--- config.mk ---
export PLATFORM = sky130hd
export DESIGN_NAME = deadline_timer_bank
export DESIGN_NICKNAME = d
export VERILOG_FILES = /design/src/rtl/dtb_pkg.sv /design/src/rtl/dtb_ram.sv /design/src/rtl/dtb_period_calc.sv /design/src/rtl/deadline_timer_bank.sv
export SDC_FILE = /design/constraint.sdc
export NUM_CORES = 2
export LEC_CHECK = 0
export BUFFER_PORTS_ARGS = -buffer_cell sky130_fd_sc_hd__clkbuf_2
export CAP_MARGIN = 20
export CORE_ASPECT_RATIO = 1.5
export CORE_MARGIN = 4
export CORE_UTILIZATION = 60
export DETAILED_ROUTE_END_ITERATION = 12
export GPL_TIMING_DRIVEN = 1
export PLACE_DENSITY = 0.77
export REMOVE_ABC_BUFFERS = 1
export SKIP_LAST_GASP = 1
export SLEW_MARGIN = 20
export SYNTH_ARGS = -nofsm -noshare
export SYNTH_HDL_FRONTEND = slang
export SYNTH_SLANG_ARGS = --single-unit
--- constraint.sdc ---
create_clock -name clk_i -period 18.63 [get_ports clk_i]
set_clock_uncertainty 0.2 [all_clocks]
set_input_delay 1.863 -clock clk_i [delete_from_list [all_inputs] [get_ports clk_i]]
set_output_delay 1.863 -clock clk_i [all_outputs]
set_load 0.01 [all_outputs]
--- src/rtl/dtb_pkg.sv ---
// dtb_pkg: shared types, constants and codes of the deadline timer bank
// depends on nothing; imported by dtb_period_calc and deadline_timer_bank
`default_nettype none

package dtb_pkg;

  localparam int unsigned NumTimersDef = 16;
  localparam int unsigned OpW          = 3;
  localparam int unsigned IdxW         = 4;
  localparam int unsigned MsW          = 20;
  localparam int unsigned CpuW         = 12;
  localparam int unsigned TimeW        = 63;
  localparam int unsigned PeriodW      = 42;
  localparam int unsigned ProdW        = MsW + CpuW;
  localparam int unsigned MsToUs       = 1000;
  localparam logic [CpuW-1:0]  CpuResetVal = CpuW'(1000);
  localparam logic [TimeW-1:0] TimeMax     = {TimeW{1'b1}};

  typedef enum logic [OpW-1:0] {
    OP_START      = 3'd0,
    OP_RESTART    = 3'd1,
    OP_STOP       = 3'd2,
    OP_FORCE_STOP = 3'd3,
    OP_SET_PERIOD = 3'd4,
    OP_SCAN       = 3'd5
  } op_e;

  typedef enum logic [1:0] {
    MODE_STOPPED = 2'd0,
    MODE_RUNNING = 2'd1,
    MODE_EXPIRED = 2'd2
  } mode_e;

  typedef struct packed {
    logic [OpW-1:0]   operation;
    logic [IdxW-1:0]  timer_index;
    logic [MsW-1:0]   period_ms;
    logic [TimeW-1:0] now;
  } in_item_t;

  typedef struct packed {
    logic             expired_valid;
    logic [IdxW-1:0]  expired_index;
    logic [TimeW-1:0] next_deadline;
    logic             last;
  } out_item_t;

  // one word of the timer memory
  typedef struct packed {
    mode_e              mode;
    logic [PeriodW-1:0] period;
    logic [TimeW-1:0]   deadline;
  } timer_entry_t;

  localparam int unsigned EntryW = $bits(timer_entry_t);

endpackage

`default_nettype wire

--- src/rtl/dtb_ram.sv ---
// dtb_ram: generic single-write, single-read memory with registered read data
// no dependencies
`default_nettype none

module dtb_ram #(
  parameter int unsigned Width = 8,
  parameter int unsigned Depth = 16,
  localparam int unsigned AddrW = (Depth > 1) ? $clog2(Depth) : 1
) (
  input  wire logic             clk_i,
  input  wire logic             we_i,
  input  wire logic [AddrW-1:0] waddr_i,
  input  wire logic [Width-1:0] wdata_i,
  input  wire logic [AddrW-1:0] raddr_i,
  output logic      [Width-1:0] rdata_o
);

  logic [Width-1:0] mem_q [Depth];

  always_ff @(posedge clk_i) begin
    if (we_i) begin
      mem_q[waddr_i] <= wdata_i;
    end
    rdata_o <= mem_q[raddr_i];
  end

endmodule

`default_nettype wire

--- src/rtl/dtb_period_calc.sv ---
// dtb_period_calc: two-stage multiplier, period_ms * cycles_per_us * 1000
// depends on dtb_pkg
`default_nettype none

module dtb_period_calc import dtb_pkg::*; (
  input  wire logic               clk_i,
  input  wire logic               load_i,
  input  wire logic [MsW-1:0]     period_ms_i,
  input  wire logic [CpuW-1:0]    cpu_i,
  output logic      [PeriodW-1:0] period_o
);

  logic [ProdW-1:0]   prod1_q;
  logic [PeriodW-1:0] prod2_q;

  // stage 1: ms times clock rate, stage 2: times the ms-to-us factor
  always_ff @(posedge clk_i) begin
    if (load_i) begin
      prod1_q <= ProdW'(period_ms_i) * ProdW'(cpu_i);
    end
    prod2_q <= PeriodW'(prod1_q) * PeriodW'(MsToUs);
  end

  assign period_o = prod2_q;

endmodule

`default_nettype wire

--- src/rtl/deadline_timer_bank.sv ---
// deadline_timer_bank: bank of one-shot timers with an earliest-deadline scan
// depends on dtb_pkg, dtb_ram and dtb_period_calc
// operation: a timer operation passes the read, execute and respond states before its
//   result is loaded into the output register (an unaddressable index or an unused code
//   goes straight to respond); a scan walks the timer memory one entry per cycle while
//   no expiry waits for a stalled output register, then gives its final result
// throughput: one item at a time; the input stalls until the final result is loaded
// reset: all timers stopped with zero period and deadline, earliest deadline at maximum
`default_nettype none

module deadline_timer_bank import dtb_pkg::*; #(
  parameter int unsigned NUM_TIMERS = NumTimersDef
) (
  input  wire logic            clk_i,
  input  wire logic            rst_ni,
  // configuration: cycles per microsecond
  input  wire logic            cfg_we_i,
  input  wire logic [CpuW-1:0] cfg_wdata_i,
  // input channel
  input  wire logic            in_valid_i,
  output logic                 in_stall_o,
  input  wire in_item_t        in_item_i,
  // output channel
  output logic                 out_valid_o,
  input  wire logic            out_stall_i,
  output out_item_t            out_item_o
);

  localparam int unsigned AW = (NUM_TIMERS > 1) ? $clog2(NUM_TIMERS) : 1;

  typedef enum logic [4:0] {
    ST_IDLE = 5'b00001,
    ST_RD   = 5'b00010,
    ST_EXEC = 5'b00100,
    ST_SCAN = 5'b01000,
    ST_RESP = 5'b10000
  } state_e;

  state_e state_q, state_d;

  // configuration register
  logic [CpuW-1:0] cpu_q;

  // latched item
  op_e              op_q;
  logic [AW-1:0]    idx_q;
  logic [TimeW-1:0] now_q;

  // scan walk position, earliest deadline
  logic [AW-1:0]    chk_q, chk_d;
  logic [TimeW-1:0] earliest_q, earliest_d;

  // entry valid bits: an entry never written reads as its reset value
  logic [NUM_TIMERS-1:0] valid_q;
  logic                  rvalid_q;

  // read-modify-write path
  logic [AW-1:0]     rd_addr;
  logic [EntryW-1:0] rdata;
  timer_entry_t      rentry;
  timer_entry_t      entry_q;
  logic [TimeW:0]    sum_q;
  logic [TimeW-1:0]  arm_deadline;
  logic              wr_en;
  timer_entry_t      wr_entry;
  logic [AW-1:0]     wr_addr;

  logic [PeriodW-1:0] period_new;

  // output register
  logic      out_valid_q, out_valid_d;
  out_item_t out_item_q, out_item_d;
  logic      out_load;
  logic      out_free;

  logic in_xfer;
  logic idx_ok;
  logic op_known;
  logic scan_last;
  logic scan_expire;
  logic scan_running;

  assign in_stall_o  = (state_q != ST_IDLE);
  assign in_xfer     = in_valid_i && !in_stall_o;
  assign out_free    = !out_valid_q || !out_stall_i;
  assign out_valid_o = out_valid_q;
  assign out_item_o  = out_item_q;

  assign idx_ok   = (32'(in_item_i.timer_index) < NUM_TIMERS);
  assign op_known = (in_item_i.operation inside {OP_START, OP_RESTART, OP_STOP,
                                                 OP_FORCE_STOP, OP_SET_PERIOD});

  // read data of an entry that was never written counts as stopped and zero
  assign rentry = rvalid_q ? timer_entry_t'(rdata) : timer_entry_t'('0);

  // scan decisions on the entry whose read data is present now
  assign scan_last    = (chk_q == AW'(NUM_TIMERS - 1));
  assign scan_running = (rentry.mode == MODE_RUNNING);
  assign scan_expire  = scan_running && (rentry.deadline < now_q);

  // saturated now + period, sum registered in the read state
  assign arm_deadline = sum_q[TimeW] ? TimeMax : sum_q[TimeW-1:0];

  dtb_period_calc u_period (
    .clk_i       (clk_i),
    .load_i      (in_xfer),
    .period_ms_i (in_item_i.period_ms),
    .cpu_i       (cpu_q),
    .period_o    (period_new)
  );

  dtb_ram #(
    .Width (EntryW),
    .Depth (NUM_TIMERS)
  ) u_timer_mem (
    .clk_i   (clk_i),
    .we_i    (wr_en),
    .waddr_i (wr_addr),
    .wdata_i (wr_entry),
    .raddr_i (rd_addr),
    .rdata_o (rdata)
  );

  // read address: the addressed timer, or the scan walk position
  always_comb begin
    rd_addr = idx_q;
    case (state_q)
      ST_IDLE: begin
        if (in_item_i.operation == OP_SCAN) begin
          rd_addr = '0;
        end else begin
          rd_addr = AW'(in_item_i.timer_index);
        end
      end
      ST_SCAN: begin
        // hold the same entry while an expiry waits for the output register
        if (scan_expire && !out_free) begin
          rd_addr = chk_q;
        end else if (scan_last) begin
          rd_addr = '0;
        end else begin
          rd_addr = chk_q + AW'(1);
        end
      end
      default: begin
        rd_addr = idx_q;
      end
    endcase
  end

  // main sequencer
  always_comb begin
    state_d    = state_q;
    chk_d      = chk_q;
    earliest_d = earliest_q;
    wr_en      = 1'b0;
    wr_addr    = idx_q;
    wr_entry   = entry_q;
    out_load   = 1'b0;
    out_item_d = out_item_q;

    case (state_q)
      ST_IDLE: begin
        if (in_xfer) begin
          if (in_item_i.operation == OP_SCAN) begin
            earliest_d = TimeMax;
            chk_d      = '0;
            state_d    = ST_SCAN;
          end else if (idx_ok && op_known) begin
            state_d = ST_RD;
          end else begin
            // nothing changes, only the ordinary result
            state_d = ST_RESP;
          end
        end
      end

      ST_RD: begin
        state_d = ST_EXEC;
      end

      ST_EXEC: begin
        wr_en = 1'b1;
        case (op_q)
          OP_START: begin
            if (entry_q.mode == MODE_STOPPED) begin
              wr_entry.deadline = arm_deadline;
              wr_entry.mode     = MODE_RUNNING;
              if (arm_deadline < earliest_q) begin
                earliest_d = arm_deadline;
              end
            end
          end
          OP_RESTART: begin
            if (entry_q.mode == MODE_STOPPED || entry_q.mode == MODE_EXPIRED) begin
              wr_entry.deadline = arm_deadline;
              wr_entry.mode     = MODE_RUNNING;
              if (arm_deadline < earliest_q) begin
                earliest_d = arm_deadline;
              end
            end
          end
          OP_STOP: begin
            if (entry_q.mode == MODE_RUNNING) begin
              wr_entry.mode = MODE_STOPPED;
            end
          end
          OP_FORCE_STOP: begin
            wr_entry.mode = MODE_STOPPED;
          end
          OP_SET_PERIOD: begin
            // a running timer keeps its deadline
            wr_entry.period = period_new;
          end
          default: begin
            wr_en = 1'b0;
          end
        endcase
        state_d = ST_RESP;
      end

      ST_SCAN: begin
        wr_addr  = chk_q;
        wr_entry = rentry;
        if (scan_expire) begin
          if (out_free) begin
            wr_en                    = 1'b1;
            wr_entry.mode            = MODE_EXPIRED;
            out_load                 = 1'b1;
            out_item_d.expired_valid = 1'b1;
            out_item_d.expired_index = IdxW'(chk_q);
            out_item_d.next_deadline = '0;
            out_item_d.last          = 1'b0;
          end
        end else if (scan_running && (rentry.deadline < earliest_q)) begin
          earliest_d = rentry.deadline;
        end
        // advance unless an expiry is held back
        if (!scan_expire || out_free) begin
          if (scan_last) begin
            state_d = ST_RESP;
          end else begin
            chk_d = chk_q + AW'(1);
          end
        end
      end

      ST_RESP: begin
        if (out_free) begin
          out_load                 = 1'b1;
          out_item_d.expired_valid = 1'b0;
          out_item_d.expired_index = '0;
          out_item_d.next_deadline = earliest_q;
          out_item_d.last          = 1'b1;
          state_d                  = ST_IDLE;
        end
      end

      default: begin
        state_d = ST_IDLE;
      end
    endcase
  end

  // output register: loaded when free, cleared once transferred
  always_comb begin
    out_valid_d = out_valid_q;
    if (out_load) begin
      out_valid_d = 1'b1;
    end else if (!out_stall_i) begin
      out_valid_d = 1'b0;
    end
  end

  // control state
  always_ff @(posedge clk_i or negedge rst_ni) begin
    if (!rst_ni) begin
      state_q     <= ST_IDLE;
      cpu_q       <= CpuResetVal;
      earliest_q  <= TimeMax;
      valid_q     <= '0;
      out_valid_q <= 1'b0;
      chk_q       <= '0;
    end else begin
      state_q     <= state_d;
      earliest_q  <= earliest_d;
      out_valid_q <= out_valid_d;
      chk_q       <= chk_d;
      if (cfg_we_i) begin
        cpu_q <= cfg_wdata_i;
      end
      if (wr_en) begin
        valid_q[wr_addr] <= 1'b1;
      end
    end
  end

  // payload registers
  always_ff @(posedge clk_i) begin
    rvalid_q <= valid_q[rd_addr];
    if (in_xfer) begin
      op_q  <= op_e'(in_item_i.operation);
      idx_q <= AW'(in_item_i.timer_index);
      now_q <= in_item_i.now;
    end
    if (state_q == ST_RD) begin
      entry_q <= rentry;
      sum_q   <= {1'b0, now_q} + (TimeW + 1)'(rentry.period);
    end
    if (out_load) begin
      out_item_q <= out_item_d;
    end
  end

endmodule

`default_nettype wire
[Yosys cells after proc, flatten, opt, wreduce, memory -nomap -nowiden]
Memories as Yosys holds them, arrays and structs flattened. A register that Yosys moved wholly into a read port is not among the register bits.
Index checks and enable logic that the tools add are counted.
Storage, ports and cells
  bits in registers: 483
  memory bits (writable): 1712
  input port bits: 107
  output and inout port bits: 71
  word-level logic and storage cells: 146
  memories kept: 1
Operators by class
  $add $sub $neg: 2
  multipliers: 2
  $lt $le $gt $ge: 6
  equal/unequal tests: 33
  multiplexer cells: 56
  bitwise logic cells: 1
  reductions and logical operators: 25
Memory list
  u_timer_mem.mem_q: words 16, width 107, read ports 1, clocked after memory_dff 1, write ports 1, line dtb_ram.sv:18  | logic [Width-1:0] mem_q [Depth];
Operators with widths (number)
  63-bit two-way mux: 10
  63-bit one-hot mux with 2 select lines: 2
  107-bit one-hot mux with 2 select lines: 1
  69-bit two-way mux: 3
  63-bit less-than comparator: 3
  63-bit one-hot mux with 3 select lines: 1
  69-bit one-hot mux with 2 select lines: 1
  107-bit two-way mux: 1
  63-bit by 42-bit adder with 64-bit output: 1
  42-bit two-way mux: 1
  32-bit by 7-bit multiplier with 39-bit output (second input constant): 1
  20-bit by 12-bit multiplier with 32-bit output: 1
  4-bit two-way mux: 8
  5-bit two-way mux: 6
  5-bit one-hot mux with 5 select lines: 1
  2-bit inequality test (second input constant): 10
  16-bit OR: 1
  4-bit one-hot mux with 2 select lines: 2
  3-bit by 2-bit equality test with 1-bit output (second input constant): 4
  4-bit by 5-bit less-than comparator with 1-bit output (second input constant): 2
  2-bit two-way mux: 5
  5-bit AND reduction: 2
  3-bit equality test (second input constant): 3
  1-bit two-way mux: 9
  other kinds (30): 46

[Logic depth before layout (Yosys ltp)]
  word-level depth: 8
  depth in mapped cells: 25
  gate-level depth less buffers: 24

[Modules after synthesis]
A second synthesis with hierarchy kept.
Second synthesis, totals
  cells, all modules: 6616
  area, all modules: 106089.2 µm²
By module, submodules not included
  dtb_ram: instances 1, cells each 2738, area an instance 66371.2 µm², seq. area each 53551.4 µm²
  deadline_timer_bank: instances 1, cells each 2314, area an instance 24917.6 µm², seq. area each 11944.0 µm²
  dtb_period_calc: instances 1, cells each 1564, area an instance 14800.4 µm², seq. area each 1741.7 µm²

[Least setup slack after synthesis]
Ideal clock, no wire load.
  kind: register to register
  start: reg state_q[0]
  end: reg entry_q[0] (netlist bit) (enable)
  library setup time: 948 ps
  data arrival time: 13202 ps
  data required time: 17482 ps
  slack: 4280 ps
  stages on the path, launching flop included: 3
  path buffers: 0
  period minus slack after synthesis: 14350 ps
  path through: dfstp_2 -> or3_1 -> nor3b_1
Between the ends
  word-level cells in the longest chain between the ends: 1
RTL lines
  start: declaration: line deadline_timer_bank.sv:39  | state_e state_q, state_d;
  start signal: assignment: line deadline_timer_bank.sv:285  | state_q <= state_d;
  5-bit by 2-bit equality test with 1-bit output: line deadline_timer_bank.sv:306  | if (state_q == ST_RD) begin
  end signal: assignment: line deadline_timer_bank.sv:307  | entry_q <= rentry;
  end: declaration: line deadline_timer_bank.sv:61  | timer_entry_t entry_q;
No other way between the ends.
A chain may end at the register's enable or synchronous reset.

==> metrics.yaml <==
die_x_um: 355
cp-start-kind: "flop"
dieArea_um2: 188000
synth_top_area_share_pct: 56.8
port_buffers: 177
drive_gt1_share_pct: 12.0
crit_fanout: 157
cts_tree: "built"
r2r-end: "u_timer_mem.rdata_o[68]"
endpoint_kind: "flop"
setup_violations: 0
core_um2: 180000
die_h_um: 529
grt_start_max_net_pins: 171
grt_remaining_overflow: 0
htreeDepth: 4
via_count: 67980
drc: 0
reg2regPathDepth: 17
max_slew_margin_pct: 19.6
grt_pass1_vias: 68499
fmax_mhz: 118
drtAntennaViolNets: 1
hold_violations: 0
hpwl_mm: 154
grt_pass1_wl_mm: 406
syn_inst: 8182
drv_slew: 0
synthToLayoutAreaGrowth_pct: 9.44
syn_area_um2: 109000
cp_data_required_time_ns: 19.22
use_met1_pct: 36.8
min_period_ns: 8.51
clock_sinks: 2302
synth_ff_type: "edfxtp_1"
cap_viol_max_count: 0
wl_per_cell_um: 25.0
worstHoldPathCells: 1
cts-buffers-inserted: 209
viasPerCell: 6.28
ctsLongestPathBuffers: 4
drt-total-wl_mm: 271
firstDrtPassIters: 6
track_usage_pct: 28.3
tightest_slew_ns: 1.21
drtIter0Drc: 7683
hp-start: "valid_q[1]"
grt_busiest_layer: "met2"
synthDistinctLibCells: 80
violations: "antenna rules"
synth_edf_count: 2054
rsz0062_at_grt: "false"
insertion_delay_ns: 0.86
synthTopCellsByArea: "edfxtp_1 57%, fa_1 5.5%, ha_1 4.4%, nand2_1 4.3%, and2_1 2.9%"
grtUsageMet2_pct: 47.6
seq_area_frac_synth_pct: 61.9
cts_setup_buffers: 0
ctsHoldBuffers: 0
reg2reg_from: "rvalid_q"
min_path_type: "reg2reg"
root_buffer: "clkbuf_16"
antenna_found_initial: 11
cp.arrival_ns: 9.10
synth.avg_cell_area_um2: 13.3
nets: 9022
ys_warn_count: 0
hold_slack_ns: 0.270
synth-seq-cells: 2302
gr-usage-met3_pct: 4.55
whs_endpoint: "valid_q[1]"
gp_congestion: 0.912
clkSlewWorstSetupHoldPaths_ns: 0.07
outcome: "finished, violations left"
synth_largest_area_cell: "edfxtp_1"
async_flop_share_pct: 4.39
setup.worst_path.class: "reg2reg"
io_pins: 178
start_util_pct: 60.2
cts_resized: 0
min_period_over_period_pct: 45.7
std_cell_rows: 191
ff2ff_setup_slack_ns: 10.12
==> cell usage in the layout, fill, tap and decap left out, types with 24 or more instances in the layout <==
cell type,Yosys,routed
o32ai_1,108,108
a21oi_1,140,139
mux2_1,59,59
and2_1,506,505
dfrtp_1,31,31
a21o_1,84,84
a221o_1,111,110
and3_1,119,117
ha_1,384,384
o21bai_1,27,27
nor2_1,179,159
mux2_2,124,124
xnor2_1,94,94
nand2_1,1245,1242
clkbuf_16,0,214
nand3_1,164,164
bufinv_16,0,32
fa_1,299,299
o21ai_0,73,73
dfstp_2,70,70
a211oi_2,101,101
nor3_1,36,36
nand2b_1,28,28
clkinv_2,0,41
nor2b_1,28,28
or2_2,70,70
clkbuf_2,0,176
dfxtp_1,147,146
a211oi_1,245,245
clkbuf_1,259,38
nand4_1,34,34
xor2_1,24,24
a31oi_1,233,233
edfxtp_1,2054,2054
buf_4,5,70
inv_1,538,538
a22oi_1,41,41
mux2i_1,216,216
==> cell type report <==
type	instances	area [um2]
antenna	9	22.5
clock buffer	264	5660
clock inverter	117	1500
fill	12586	61400
inverter	540	2030
multi-input combinational	4912	37500
sequential	2302	67200
tap	2412	3020
timing repair buffer	267	1820
==> kinds of logic (layout without fill, tap and decap cells) <==
kind of cell             count (synthesis)  count (layout)  share of synthesized area [%]
AND/OR/NAND/NOR                       2453            2453                           10.7
flip-flops                            2302            2302                           61.9
AO/OA/AOI/OAI                         1259            1259                           8.87
buffers and inverters                  968            1188                           3.75
adder cells (fa/ha/maj)                683             683                           9.94
multiplexers                           399             399                           3.89
XOR/XNOR                               118             118                          0.952
other                                    0               9                              0
==> Yosys cell counts (31+ instances only) <==
cell / n
a211oi_1: 245
a211oi_2: 101
a21o_1: 84
a21oi_1: 140
a221o_1: 111
a22oi_1: 41
a31oi_1: 233
and2_1: 506
and3_1: 119
buf_2: 111
buf_6: 37
clkbuf_1: 259
dfrtp_1: 31
dfstp_2: 70
dfxtp_1: 147
edfxtp_1: 2054
fa_1: 299
ha_1: 384
inv_1: 538
mux2_1: 59
mux2_2: 124
mux2i_1: 216
nand2_1: 1245
nand3_1: 164
nand4_1: 34
nor2_1: 179
nor3_1: 36
o21ai_0: 73
o32ai_1: 108
or2_2: 70
xnor2_1: 94
==> worst max-delay path by stage <==
stage / from / end / slack [ns] / cells past startpoint
6_report: rvalid_q / u_timer_mem.rdata_o[68] / 10.12 / 17
5_1_grt: rvalid_q / u_timer_mem.rdata_o[31] / 9.93 / 17
4_1_cts: rvalid_q / u_timer_mem.rdata_o[68] / 10.31 / 17
3_5_place_dp: in_item_i[72] / u_period.prod1_q[30] / 10.27 / 21
3_3_place_gp: in_item_i[68] / u_period.prod1_q[30] / 10.34 / 24
2_1_floorplan: state_q[4] / rvalid_q / -7.46 / 9
==> state kept, by name, summed over array words and instances (netlist names) <==
| register | count |
|---|---|
| op_q | 3 |
| valid_q | 16 |
| out_valid_o | 1 |
| rvalid_q | 1 |
| chk_q | 4 |
| out_item_o | 69 |
| state_q | 5 |
| u_period.period_o | 39 |
| earliest_q | 63 |
| idx_q | 4 |
| sum_q | 64 |
| u_period.prod1_q | 32 |
| entry_q | 107 |
| cpu_q | 12 |
| u_timer_mem.mem_q | 1712 |
| now_q | 63 |
| u_timer_mem.rdata_o | 107 |
==> metal layers <==
metal | share of wire, % | vias to the layer above | wire (um)
li1 | - | 29748 | -
met1 | 38 | 34069 | 102000
met2 | 49 | 3422 | 132000
met3 | 9.1 | 735 | 24600
met4 | 4.5 | 6 | 12300
met5 | 0.017 | - | 46
==> per-stage QoR <==
stage / cell area, um2 / instances / setup TNS (ns) / utilization [%] / worst slack (ns)
after floorplan: 107000 / 7754 / -805.93 / - / -7.46
after global placement: 112000 / 10430 / 0 / 61.9 / 10.34
after detailed placement: 112000 / 10432 / 0 / 61.9 / 10.27
after CTS: 119000 / 10813 / 0 / 65.9 / 10.31
after global routing: 119000 / 10815 / 0 / 65.9 / 9.93
final: 119000 / 10823 / 0 / 65.9 / 10.12
==> worst max-delay path: stages (launching register included) <==
cell      delay (ns)
dfxtp_4         0.96
buf_4           0.65
and2_1          0.30
ha_1            0.27
o221ai_2        0.20
a21oi_1         0.13
o41ai_1         0.72
a311oi_1        0.24
o211ai_2        0.35
nand2_1         0.22
a221oi_4        0.29
buf_4           0.71
buf_12          0.56
buf_4           0.77
buf_4           0.77
mux2_2          0.42
o32ai_1         0.19
a221o_1         0.16
Power is not shown: default switching activity piles up to over one toggle a cycle in this logic, so the estimate is an artifact.
